===== src/hw/rtl/kstl_pkg.sv =====
// Package: sizes, codes, state type and slot store structs of the keyed slot table
`default_nettype none

package kstl_pkg;

    localparam int TABLE_ENTRIES = 2;
    localparam int IDX_W   = (TABLE_ENTRIES > 1) ? $clog2(TABLE_ENTRIES) : 1;
    localparam int SLOT_W  = 4;
    localparam int START_W = SLOT_W + 1;
    localparam int KEY_W   = 32;
    localparam int STAMP_W = 32;
    localparam int ID_W    = 8;
    localparam int OP_W    = 2;
    localparam int STAT_W  = 3;

    localparam logic [OP_W-1:0] OP_PREPARE = 2'd0;
    localparam logic [OP_W-1:0] OP_DELETE  = 2'd1;
    localparam logic [OP_W-1:0] OP_ITERATE = 2'd2;
    localparam logic [OP_W-1:0] OP_NONE    = 2'd3;

    localparam logic [STAT_W-1:0] STAT_HIT       = 3'd0;
    localparam logic [STAT_W-1:0] STAT_NEW       = 3'd1;
    localparam logic [STAT_W-1:0] STAT_EVICT     = 3'd2;
    localparam logic [STAT_W-1:0] STAT_DELETED   = 3'd3;
    localparam logic [STAT_W-1:0] STAT_DEL_EMPTY = 3'd4;
    localparam logic [STAT_W-1:0] STAT_FOUND     = 3'd5;
    localparam logic [STAT_W-1:0] STAT_END       = 3'd6;

    typedef enum logic [1:0] {
        S_IDLE,
        S_SCAN,
        S_FILL,
        S_OUT
    } kstl_state_t;

    typedef struct packed {
        logic               fill;
        logic               touch;
        logic               clear;
        logic [IDX_W-1:0]   idx;
        logic [KEY_W-1:0]   key;
        logic [STAMP_W-1:0] stamp;
        logic [ID_W-1:0]    id;
    } slot_wr_t;

    typedef struct packed {
        logic               valid;
        logic [KEY_W-1:0]   key;
        logic [STAMP_W-1:0] stamp;
        logic [ID_W-1:0]    id;
    } slot_rd_t;

endpackage

`default_nettype wire


===== src/hw/rtl/kstl_req_if.sv =====
// Request channel: one item per operation
`default_nettype none

interface kstl_req_if import kstl_pkg::*; ();

    logic               valid;
    logic               ready;
    logic [OP_W-1:0]    op;
    logic [KEY_W-1:0]   freq_key;
    logic [STAMP_W-1:0] now;
    logic [SLOT_W-1:0]  slot_in;
    logic               from_start;

    modport source (
        output valid, op, freq_key, now, slot_in, from_start,
        input  ready
    );

    modport sink (
        input  valid, op, freq_key, now, slot_in, from_start,
        output ready
    );

endinterface

`default_nettype wire


===== src/hw/rtl/kstl_rsp_if.sv =====
// Response channel: one item per answered operation
`default_nettype none

interface kstl_rsp_if import kstl_pkg::*; ();

    logic              valid;
    logic              ready;
    logic [STAT_W-1:0] status;
    logic [SLOT_W-1:0] slot_out;
    logic [ID_W-1:0]   entry_id;

    modport source (
        output valid, status, slot_out, entry_id,
        input  ready
    );

    modport sink (
        input  valid, status, slot_out, entry_id,
        output ready
    );

endinterface

`default_nettype wire


===== src/hw/rtl/kstl_slot_store.sv =====
// Slot store: valid bits, keys, stamps and ids, one read and one write per cycle
`default_nettype none

module kstl_slot_store import kstl_pkg::*; (
    input  wire logic             clk,
    input  wire logic             rst_n,
    input  wire logic [IDX_W-1:0] rd_idx,
    input  wire slot_wr_t         wr,
    output slot_rd_t              rd
);

    logic [TABLE_ENTRIES-1:0] valid_reg;
    logic [KEY_W-1:0]         key_reg   [TABLE_ENTRIES];
    logic [STAMP_W-1:0]       stamp_reg [TABLE_ENTRIES];
    logic [ID_W-1:0]          id_reg    [TABLE_ENTRIES];

    always_ff @(posedge clk or negedge rst_n)
    begin
        if (!rst_n)
        begin
            valid_reg <= '0;
        end
        else if (wr.fill)
        begin
            valid_reg[wr.idx] <= 1'b1;
        end
        else if (wr.clear)
        begin
            valid_reg[wr.idx] <= 1'b0;
        end
    end

    always_ff @(posedge clk)
    begin
        if (wr.fill)
        begin
            key_reg[wr.idx] <= wr.key;
            id_reg[wr.idx]  <= wr.id;
        end
        if (wr.fill || wr.touch)
        begin
            stamp_reg[wr.idx] <= wr.stamp;
        end
    end

    assign rd.valid = valid_reg[rd_idx];
    assign rd.key   = key_reg[rd_idx];
    assign rd.stamp = stamp_reg[rd_idx];
    assign rd.id    = id_reg[rd_idx];

endmodule

`default_nettype wire


===== src/hw/rtl/keyed_slot_table_lru.sv =====
// Top level: keyed slot table with least-recently-used replacement
//
// A small table of TABLE_ENTRIES slots keyed by a 32-bit frequency in Hz. Each
// request gives exactly one response; op code 3 is taken and dropped without one.
// A sequencer walks the slots one per cycle through a single key-equal and
// stamp-less-than comparator: prepare scans to a key hit, else through all slots
// and fills a free or the least-recently-used slot; delete reads its slot only,
// none beyond the table; iterate scans from its start to a valid slot or the end.
// Ready is high only between requests. The response sits in an output register,
// so a new request is taken while the previous response still waits; a request
// finishing while that register is still full waits in its last cycle.
`default_nettype none

module keyed_slot_table_lru import kstl_pkg::*; (
    input  wire logic  clk,
    input  wire logic  rst_n,
    kstl_req_if.sink   req,
    kstl_rsp_if.source rsp
);

    kstl_state_t         state_reg, state_next;
    logic [IDX_W-1:0]    idx_reg, idx_next;
    logic [OP_W-1:0]     op_reg, op_next;
    logic [KEY_W-1:0]    key_reg, key_next;
    logic [STAMP_W-1:0]  now_reg, now_next;
    logic                free_found_reg, free_found_next;
    logic [IDX_W-1:0]    free_idx_reg, free_idx_next;
    logic [STAMP_W-1:0]  oldest_reg, oldest_next;
    logic [IDX_W-1:0]    victim_reg, victim_next;
    logic [ID_W-1:0]     next_id_reg, next_id_next;
    logic [STAT_W-1:0]   res_status_reg, res_status_next;
    logic [SLOT_W-1:0]   res_slot_reg, res_slot_next;
    logic [ID_W-1:0]     res_id_reg, res_id_next;
    logic                out_valid_reg, out_valid_next;
    logic [STAT_W-1:0]   out_status_reg, out_status_next;
    logic [SLOT_W-1:0]   out_slot_reg, out_slot_next;
    logic [ID_W-1:0]     out_id_reg, out_id_next;

    slot_wr_t            wr;
    slot_rd_t            rd;
    logic                key_eq;
    logic                older;
    logic                last;
    logic                out_free;
    logic                del_ok;
    logic [START_W-1:0]  start;
    logic                start_ok;
    logic [IDX_W-1:0]    fill_idx;

    kstl_slot_store u_store (
        .clk    (clk),
        .rst_n  (rst_n),
        .rd_idx (idx_reg),
        .wr     (wr),
        .rd     (rd)
    );

    assign key_eq   = rd.valid && (rd.key == key_reg);
    assign older    = rd.valid && (rd.stamp < oldest_reg);
    assign last     = (idx_reg == IDX_W'(TABLE_ENTRIES - 1));
    assign out_free = !out_valid_reg || rsp.ready;
    assign del_ok   = ({1'b0, req.slot_in} < START_W'(TABLE_ENTRIES));
    assign start    = req.from_start ? '0 : START_W'({1'b0, req.slot_in} + START_W'(1));
    assign start_ok = (start < START_W'(TABLE_ENTRIES));
    assign fill_idx = free_found_reg ? free_idx_reg : victim_reg;

    assign req.ready    = (state_reg == S_IDLE);
    assign rsp.valid    = out_valid_reg;
    assign rsp.status   = out_status_reg;
    assign rsp.slot_out = out_slot_reg;
    assign rsp.entry_id = out_id_reg;

    always_comb
    begin
        state_next = state_reg;
        unique case (state_reg)
            S_IDLE:
            begin
                if (req.valid)
                begin
                    case (req.op)
                        OP_PREPARE: state_next = S_SCAN;
                        OP_DELETE:  state_next = del_ok ? S_SCAN : S_OUT;
                        OP_ITERATE: state_next = start_ok ? S_SCAN : S_OUT;
                        default:    state_next = S_IDLE;
                    endcase
                end
            end
            S_SCAN:
            begin
                case (op_reg)
                    OP_PREPARE:
                    begin
                        if (key_eq)
                        begin
                            state_next = S_OUT;
                        end
                        else if (last)
                        begin
                            state_next = S_FILL;
                        end
                    end
                    OP_ITERATE:
                    begin
                        if (rd.valid || last)
                        begin
                            state_next = S_OUT;
                        end
                    end
                    default: state_next = S_OUT;
                endcase
            end
            S_FILL: state_next = S_OUT;
            S_OUT:
            begin
                if (out_free)
                begin
                    state_next = S_IDLE;
                end
            end
            default: state_next = S_IDLE;
        endcase
    end

    always_comb
    begin
        wr              = '0;
        idx_next        = idx_reg;
        op_next         = op_reg;
        key_next        = key_reg;
        now_next        = now_reg;
        free_found_next = free_found_reg;
        free_idx_next   = free_idx_reg;
        oldest_next     = oldest_reg;
        victim_next     = victim_reg;
        next_id_next    = next_id_reg;
        res_status_next = res_status_reg;
        res_slot_next   = res_slot_reg;
        res_id_next     = res_id_reg;
        out_valid_next  = out_valid_reg && !rsp.ready;
        out_status_next = out_status_reg;
        out_slot_next   = out_slot_reg;
        out_id_next     = out_id_reg;

        unique case (state_reg)
            S_IDLE:
            begin
                if (req.valid)
                begin
                    op_next         = req.op;
                    key_next        = req.freq_key;
                    now_next        = req.now;
                    free_found_next = 1'b0;
                    oldest_next     = '1;
                    victim_next     = '0;
                    idx_next        = '0;
                    case (req.op)
                        OP_DELETE:
                        begin
                            idx_next        = req.slot_in[IDX_W-1:0];
                            res_status_next = STAT_DEL_EMPTY;
                            res_slot_next   = req.slot_in;
                            res_id_next     = '0;
                        end
                        OP_ITERATE:
                        begin
                            idx_next        = start[IDX_W-1:0];
                            res_status_next = STAT_END;
                            res_slot_next   = '0;
                            res_id_next     = '0;
                        end
                        default: ;
                    endcase
                end
            end
            S_SCAN:
            begin
                case (op_reg)
                    OP_PREPARE:
                    begin
                        if (key_eq)
                        begin
                            wr.touch        = 1'b1;
                            wr.idx          = idx_reg;
                            wr.stamp        = now_reg;
                            res_status_next = STAT_HIT;
                            res_slot_next   = SLOT_W'(idx_reg);
                            res_id_next     = rd.id;
                        end
                        else
                        begin
                            if (!rd.valid && !free_found_reg)
                            begin
                                free_found_next = 1'b1;
                                free_idx_next   = idx_reg;
                            end
                            if (older)
                            begin
                                oldest_next = rd.stamp;
                                victim_next = idx_reg;
                            end
                            if (!last)
                            begin
                                idx_next = IDX_W'(idx_reg + 1'b1);
                            end
                        end
                    end
                    OP_DELETE:
                    begin
                        res_slot_next = SLOT_W'(idx_reg);
                        if (rd.valid)
                        begin
                            wr.clear        = 1'b1;
                            wr.idx          = idx_reg;
                            res_status_next = STAT_DELETED;
                            res_id_next     = rd.id;
                        end
                        else
                        begin
                            res_status_next = STAT_DEL_EMPTY;
                            res_id_next     = '0;
                        end
                    end
                    default:
                    begin
                        if (rd.valid)
                        begin
                            res_status_next = STAT_FOUND;
                            res_slot_next   = SLOT_W'(idx_reg);
                            res_id_next     = rd.id;
                        end
                        else if (last)
                        begin
                            res_status_next = STAT_END;
                            res_slot_next   = '0;
                            res_id_next     = '0;
                        end
                        else
                        begin
                            idx_next = IDX_W'(idx_reg + 1'b1);
                        end
                    end
                endcase
            end
            S_FILL:
            begin
                wr.fill         = 1'b1;
                wr.idx          = fill_idx;
                wr.key          = key_reg;
                wr.stamp        = now_reg;
                wr.id           = next_id_reg;
                res_status_next = free_found_reg ? STAT_NEW : STAT_EVICT;
                res_slot_next   = SLOT_W'(fill_idx);
                res_id_next     = next_id_reg;
                next_id_next    = ID_W'(next_id_reg + 1'b1);
            end
            S_OUT:
            begin
                if (out_free)
                begin
                    out_valid_next  = 1'b1;
                    out_status_next = res_status_reg;
                    out_slot_next   = res_slot_reg;
                    out_id_next     = res_id_reg;
                end
            end
            default: ;
        endcase
    end

    always_ff @(posedge clk or negedge rst_n)
    begin
        if (!rst_n)
        begin
            state_reg      <= S_IDLE;
            idx_reg        <= '0;
            op_reg         <= OP_NONE;
            free_found_reg <= 1'b0;
            next_id_reg    <= '0;
            out_valid_reg  <= 1'b0;
        end
        else
        begin
            state_reg      <= state_next;
            idx_reg        <= idx_next;
            op_reg         <= op_next;
            free_found_reg <= free_found_next;
            next_id_reg    <= next_id_next;
            out_valid_reg  <= out_valid_next;
        end
    end

    always_ff @(posedge clk)
    begin
        key_reg        <= key_next;
        now_reg        <= now_next;
        free_idx_reg   <= free_idx_next;
        oldest_reg     <= oldest_next;
        victim_reg     <= victim_next;
        res_status_reg <= res_status_next;
        res_slot_reg   <= res_slot_next;
        res_id_reg     <= res_id_next;
        out_status_reg <= out_status_next;
        out_slot_reg   <= out_slot_next;
        out_id_reg     <= out_id_next;
    end

endmodule

`default_nettype wire


===== src/flat_wrapper.sv =====
// flat-port wrapper written by rule: the top's interface ports become plain ports
module keyed_slot_table_lru_flat import kstl_pkg::*;
  (clk, rst_n, req_valid, req_op, req_freq_key, req_now, req_slot_in, req_from_start, req_ready, rsp_valid, rsp_status, rsp_slot_out, rsp_entry_id, rsp_ready);
  kstl_req_if req_i ();
  kstl_rsp_if rsp_i ();
  input  wire logic clk;
  input  wire logic rst_n;
  input wire logic [$bits(req_i.valid)-1:0] req_valid;
  input wire logic [$bits(req_i.op)-1:0] req_op;
  input wire logic [$bits(req_i.freq_key)-1:0] req_freq_key;
  input wire logic [$bits(req_i.now)-1:0] req_now;
  input wire logic [$bits(req_i.slot_in)-1:0] req_slot_in;
  input wire logic [$bits(req_i.from_start)-1:0] req_from_start;
  output wire logic [$bits(req_i.ready)-1:0] req_ready;
  output wire logic [$bits(rsp_i.valid)-1:0] rsp_valid;
  output wire logic [$bits(rsp_i.status)-1:0] rsp_status;
  output wire logic [$bits(rsp_i.slot_out)-1:0] rsp_slot_out;
  output wire logic [$bits(rsp_i.entry_id)-1:0] rsp_entry_id;
  input wire logic [$bits(rsp_i.ready)-1:0] rsp_ready;
  assign req_i.valid = req_valid;
  assign req_i.op = req_op;
  assign req_i.freq_key = req_freq_key;
  assign req_i.now = req_now;
  assign req_i.slot_in = req_slot_in;
  assign req_i.from_start = req_from_start;
  assign req_ready = req_i.ready;
  assign rsp_valid = rsp_i.valid;
  assign rsp_status = rsp_i.status;
  assign rsp_slot_out = rsp_i.slot_out;
  assign rsp_entry_id = rsp_i.entry_id;
  assign rsp_i.ready = rsp_ready;
  keyed_slot_table_lru u_core (.clk(clk), .rst_n(rst_n), .req(req_i), .rsp(rsp_i));
endmodule

===== config.mk =====
export PLATFORM = sky130hd
export DESIGN_NAME = keyed_slot_table_lru_flat
export DESIGN_NICKNAME = d
export VERILOG_FILES = /design/src/hw/rtl/kstl_pkg.sv /design/src/hw/rtl/kstl_req_if.sv /design/src/hw/rtl/kstl_rsp_if.sv /design/src/hw/rtl/kstl_slot_store.sv /design/src/hw/rtl/keyed_slot_table_lru.sv /design/src/flat_wrapper.sv
export SDC_FILE = /design/constraint.sdc
export NUM_CORES = 1
export LEC_CHECK = 0
export ABC_CLOCK_PERIOD_IN_PS = 3800
export BUFFER_PORTS_ARGS = -buffer_cell sky130_fd_sc_hd__clkbuf_2
export CORE_ASPECT_RATIO = 1.2
export CORE_UTILIZATION = 56
export CTS_BUF_LIST = sky130_fd_sc_hd__clkbuf_4
export CTS_CLUSTER_SIZE = 24
export DETAILED_ROUTE_END_ITERATION = 8
export PLACE_DENSITY = 0.78
export SYNTH_ARGS = -nofsm -noshare
export SYNTH_HDL_FRONTEND = slang
export SYNTH_HIERARCHICAL = 1
export SYNTH_SLANG_ARGS = --single-unit

===== constraint.sdc =====
create_clock -name clk -period 3.8 [get_ports clk]
set_input_delay 0.57 -clock clk [delete_from_list [all_inputs] [get_ports clk]]
set_output_delay 0.57 -clock clk [all_outputs]
set_load 0.1 [all_outputs]

* Word level (Yosys, flattened, before mapping)
Memories as Yosys holds them, arrays and structs flattened.
Cells that the tools add are included.
W data, S select, Z words.
** Operators by class
- Div/mod/pow operators :: 0
- Eq/ne operators :: 23
- Shift operators :: 0
- Multipliers :: 0
- Bitwise logic cells :: 4
- Add/sub/neg operators :: 3
- Multiplexer cells :: 83
- $lt $le $gt $ge :: 6
- Reduce and logical (&&, ||, !) cells :: 28
** Operator list (count)
- $mux W32 :: 7
- $pmux W32 S2 :: 2
- $mux W8 :: 7
- $eq A32 B32 Y1 :: 1
- $lt A32 B32 Y1 :: 1
- $mux W1 :: 26
- $reduce_and A5 Y1 :: 5
- $mux W2 :: 12
- $pmux W8 S3 :: 1
- $mux W4 :: 4
- $pmux W4 S2 :: 2
- $pmux W8 S2 :: 1
- $mux W3 :: 5
- $pmux W1 S2 :: 7
- $pmux W3 S2 :: 2
- $pmux W4 S3 :: 1
- $ne A2 B2 Y1 const B :: 5
- $pmux W3 S3 :: 1
- $add A8 B1 Y8 const B :: 1
- $eq A2 B2 Y1 const B :: 4
- $pmux W2 S4 :: 1
- $reduce_and A4 Y1 :: 2
- $eq A2 B1 Y1 const B :: 3
- $logic_not A2 Y1 :: 3
- 27 further kinds :: 43
** Word-level totals
- RAM bits :: 144
- Logic and storage cells :: 168
- Memory bits (read-only) :: 0
- Latch bits :: 0
- Bits in registers :: 145
- Memories :: 3
- Output and inout port bits :: 17
- Input bits :: 75
** Memories
- u_core.u_store.key_reg :: words 2, bits a word 32, read ports 1, clocked after memory_dff 0, write ports 1, RTL line kstl_slot_store.sv:13 : logic [KEY_W-1:0] key_reg [TABLE_ENTRIES];
- u_core.u_store.stamp_reg :: words 2, bits a word 32, read ports 1, clocked after memory_dff 0, write ports 1, RTL line kstl_slot_store.sv:14 : logic [STAMP_W-1:0] stamp_reg [TABLE_ENTRIES];
- u_core.u_store.id_reg :: words 2, bits a word 8, read ports 1, clocked after memory_dff 0, write ports 1, RTL line kstl_slot_store.sv:15 : logic [ID_W-1:0] id_reg [TABLE_ENTRIES];

* Logic depth before layout (Yosys ltp)
- Depth after elaboration :: 14
- Gate-level depth with buffers :: 11
- Depth with buffers taken out :: 9

* Hierarchy
Netlist, hierarchy kept.
** By module, submodules not included
- keyed_slot_table_lru :: sequential area each 4221.5 um^2, area an instance 6981.7 um^2, instances 1, cells each 563
- kstl_slot_store :: sequential area each 4374.2 um^2, area an instance 5661.7 um^2, instances 1, cells each 236

* Worst setup path after synthesis
Ideal clock, no wire load.
- Path kind :: register to register
- Start :: reg u_core.state_reg[0]
- End :: reg u_core.oldest_reg[0], enable pin
- Setup time :: 0.435 ns
- Arrival :: 3.802 ns
- Setup slack :: -0.437 ns
- Path buffers :: 1
- Data required time :: 3.365 ns
- Period minus slack after synthesis :: 4.237 ns
- Cell stages (with the launch flop) :: 9
- Cells stage by stage :: dfrtp_1 inv_1 ha_1 clkbuf_1 nand2_1 o21ai_0 and4b_1 nand4_1 o22ai_1
** On the way
- Cells in the longest elaborated chain, start to end :: 3
- Elaborated cells between the ends (all ways) :: 8
- Classes of those cells :: eq/ne (5); reduce/logical (3)
** RTL lines
- start: declaration :: RTL line keyed_slot_table_lru.sv:21 : kstl_state_t state_reg, state_next;
- start signal: assignment :: RTL line keyed_slot_table_lru.sv:284 : state_reg <= state_next;
- $logic_not A2 Y1 (*)
- net req_ready :: RTL line flat_wrapper.sv:14 : output wire logic [$bits(req_i.ready)-1:0] req_ready;
- $ne A2 B2 Y1 (no source line) or $reduce_bool A2 Y1 (tied branches)
- $reduce_and A5 Y1 (no source line) (*)
- end signal: assignment :: RTL line keyed_slot_table_lru.sv:298 : oldest_reg <= oldest_next;
- end: declaration :: RTL line keyed_slot_table_lru.sv:28 : logic [STAMP_W-1:0] oldest_reg, oldest_next;
Mark *: on every way through the listed nets, which the timed path passes. The rest lies on a longest branch.
A chain may end at the register's enable or synchronous reset.

==> summary.md <==
| Metric | Value |
|---|---|
| Status | complete, but fails checks |
| Failing checks | design-rule violations |
| Number of I/O port buffers | slightly above 90 |
| DRT Pass-1 Iters | 7 |
| Via count | just under 7000 |
| Max Clk Rate | ~290 MHz |
| Critical path startpoint | u_core/idx_reg |
| Pre-CTS setup slack | ~0.43 ns |
| Mux cell area share after synthesis | under 10% |
| Final worst slack | around 0.38 ns |
| Post-Route WL | between 20 and 25 mm |
| # rows | 59 |
| Final setup fails | 0 |
| Synth Area in XOR/XNOR | ~2.7% |
| Setup bufs post-CTS | 0 |
| RSZ-0062 raised after global routing | no |
| Worst r2r path cells | 10 |
| Total grt overflow | 0 |
| Critical Path Sink Type | flip-flop |
| Hold slack | slightly below 0.08 ns |
| Asr flop ratio synth | 5.88% |
| Vias in the first global route | ~6900 |
| Max Buffers Root-to-Sink | 3 |
| Adder-cell share of the synthesized area | under 10% |
| Post-synthesis sequential area ratio | between 60% and 70% |
| Total Routing Usage GR | about a fifth |
| CP Max Fanout | slightly above 40 |
| Total negative slack | 0 ns |
| Worst path required time | 4.11 ns |
| GR Layer Usage met2 | ~33% |
| Cell type with the largest total area after synthesis | edfxtp_1 |
| Worst r2r src | u_core/idx_reg |
| Largest family of logic cells by synthesized area | simple AND/OR/NAND/NOR gates |
| Pwr Total | 0.0118 W |
| CTS tree | done |
| Slew HR | between 50 and 60% |
| Starting density of the core | about 58% |
| Commonest cells post-synth | edfxtp_1, and2_1, mux2_4, inv_1, ha_1 |
| Pwr Density | 819 mW/mm^2 |
| Yosys reg bits | approximately 290 |
| Share of layout cells above drive strength 1 | between 20% and 30% |
| Reg2reg end | u_core/u_store/key_reg[1][10] |
| Initial antenna violation count | 1 |
| M1 GR Usage | between 20% and 30% |
| Worst endpoint data arrival time | 3.73 ns |
| Worst Path Class, Setup | reg -> reg |
| Global-route wire length before repair | 33.5 mm |
| GRT Max-Usage Layer | met2 |
| Detailed-route DRC error count | 6 |
| Die span in y | roughly 170 microns |
| Ys flop type | edfxtp_1 |
| Worst VDD drop | ~0.45 mV |
| R2R Setup Slk | 0.38 ns |
| Post-CTS sizing | 0 |
| Ports | 92 |
| # hold bufs at CTS | 1 |
| Met3 GRT Util | 5.78% |
| Post-detail-place hpwl | 13.8 mm |
| Clock insertion delay at the later pin of the skew report | approximately 0.66 ns |
| Top cell type's share of synthesized area | about 65% |
| ANT nets after route | 0 |
| Routability cong. | approximately 0.90 |
| Final Hold Vio Count | 0 |
| CP endpoint | u_core/u_store/key_reg[1][10] |
| Post-synthesis compound-gate area fraction | around 3.3% |
| MaxCap Viol Count | 0 |
| Simple-Gate Fraction of Synth Area | 10.1% |
| DRT iter0 DRCs | between 300 and 400 |
| Final Skew | roughly 0.046 ns |
| CTS H-tree lvls | 3 |
| Drt wl/cell | 16.2 microns |
| Synth warn | 6 |
| Via/cell ratio | 5.28 |
| Tightest Pin Transition | between 0.6 and 0.7 ns |
| Syn nets | just over 900 |
| Area grow syn2layout | 13.7% |
| Crit start category | flip-flop |
| Final nets | about 1100 |
| Slew Viols, Final | 0 |
| P_leak | 5.64 nW |
| Die width | roughly 140 microns |
| Cell with the most instances after synthesis | edfxtp_1 |
| Clk slew on worst S/H paths | approximately 0.060 ns |
| EDFF count, synth | between 200 and 300 |
| Syn_area_per_cell | 15.8 sq um |
| Cells after Synth | 799 |
| Cts bufs inserted | 71 |
| Hold Crit Class | in -> reg |
| Synth Cell Area | 0.0126 sq mm |
| Clock sinks | 289 |
| Area of the core | approximately 0.022 sq mm |
| Pin count of the biggest net entering global routing | 56 |
| Die area | 0.0232 sq mm |
| Synth top area cells | edfxtp_1, mux2_4, ha_1, and2_1, dfrtp_1 |
| Synth cell types | 47 |
| CTS root buf | clkbuf_4 |
| Fin crit period | 3.42 ns |
| Period utilization | between 80% and 90% |
-- power breakdown --
part           internal, W  switching [W]
clock network      0.00139        0.00116
logic              0.00168        0.00245
registers          0.00477       0.000330
total              0.00783        0.00394
-- cells in the final DEF, fill, tap and decap left out, drive strengths merged, types with 2 or more instances in the layout --
| cell | n |
|---|---|
| edfxtp | 272 |
| clkbuf | 187 |
| and2 | 77 |
| mux2 | 76 |
| inv | 43 |
| ha | 40 |
| nand2b | 39 |
| xnor2 | 34 |
| nand2 | 28 |
| a21oi | 27 |
| clkinv | 25 |
| nand4 | 19 |
| nor2 | 16 |
| o21ai | 15 |
| dfrtp | 15 |
| nor2b | 15 |
| buf | 15 |
| nand3 | 8 |
| nor3 | 7 |
| a31oi | 6 |
| xor2 | 5 |
| a21o | 5 |
| and3 | 4 |
| nor4 | 4 |
| diode | 3 |
| bufinv | 3 |
| o21bai | 2 |
| o311ai | 2 |
| dfstp | 2 |
-- worst max-delay path, stage by stage, from the launching register on --
cell     delay (ns)
dfrtp_4        0.57
buf_4          0.26
mux2_4         0.32
xnor2_1        0.25
nand4_1        0.16
nor4_2         0.34
nand3_2        0.23
nor2_1         0.18
o211a_1        0.31
and2_2         0.21
buf_12         0.24
-- layer usage --
layer	vias up	share of wire (%)	wire length [microns]
li1	3289	-	-
met1	3264	41	8440
met2	188	51	10600
met3	40	6.1	1260
met4	0	2.3	479
met5	-	0	0
-- kinds of logic (layout without fill, tap and decap cells) --
family                   count (synthesis)  in the layout
flip-flops                             289            289
AND/OR/NAND/NOR                        222            222
multiplexers                            76             76
AO/OA/AOI/OAI                           68             68
buffers and inverters                   65            274
adder cells (fa/ha/maj)                 40             40
XOR/XNOR                                39             39
other                                    0              3
-- stage by stage --
| stage | utilization [%] | std cells | cell area (sq um) |
|---|---|---|---|
| after floorplan | - | 799 | 12700 |
| after global placement | 61.3 | 1156 | 13400 |
| after detailed placement | 61.3 | 1156 | 13400 |
| after CTS | 65.5 | 1282 | 14400 |
| after global routing | 65.5 | 1284 | 14400 |
| final | 65.6 | 1285 | 14400 |
-- worst min path at each step --
stage                                      start                     end  slack [ns]  depth (start not counted)
final                           req_freq_key[19]      u_core/key_reg[19]        0.08                          1
after global placement    u_core/res_slot_reg[3]  u_core/rsp.slot_out[3]        0.40                          0
after detailed placement    u_core/res_id_reg[3]  u_core/rsp.entry_id[3]        0.40                          0
after CTS                       req_freq_key[19]      u_core/key_reg[19]        0.03                          1
after floorplan                            rst_n   u_core/free_found_reg        0.27                          0
after global routing            req_freq_key[12]      u_core/key_reg[12]        0.02                          1
-- layout make-up --
cell class | count | area, sq um
diodes | 3 | 7.51
clock buffers | 96 | 721
clock inverters | 29 | 199
fillers | 1515 | 7550
inverters | 42 | 158
multi-input cells | 445 | 3680
flip-flops and latches | 289 | 8600
well taps | 274 | 343
repair buffers | 107 | 666
Note: power is estimated with default switching activity, not from simulation.
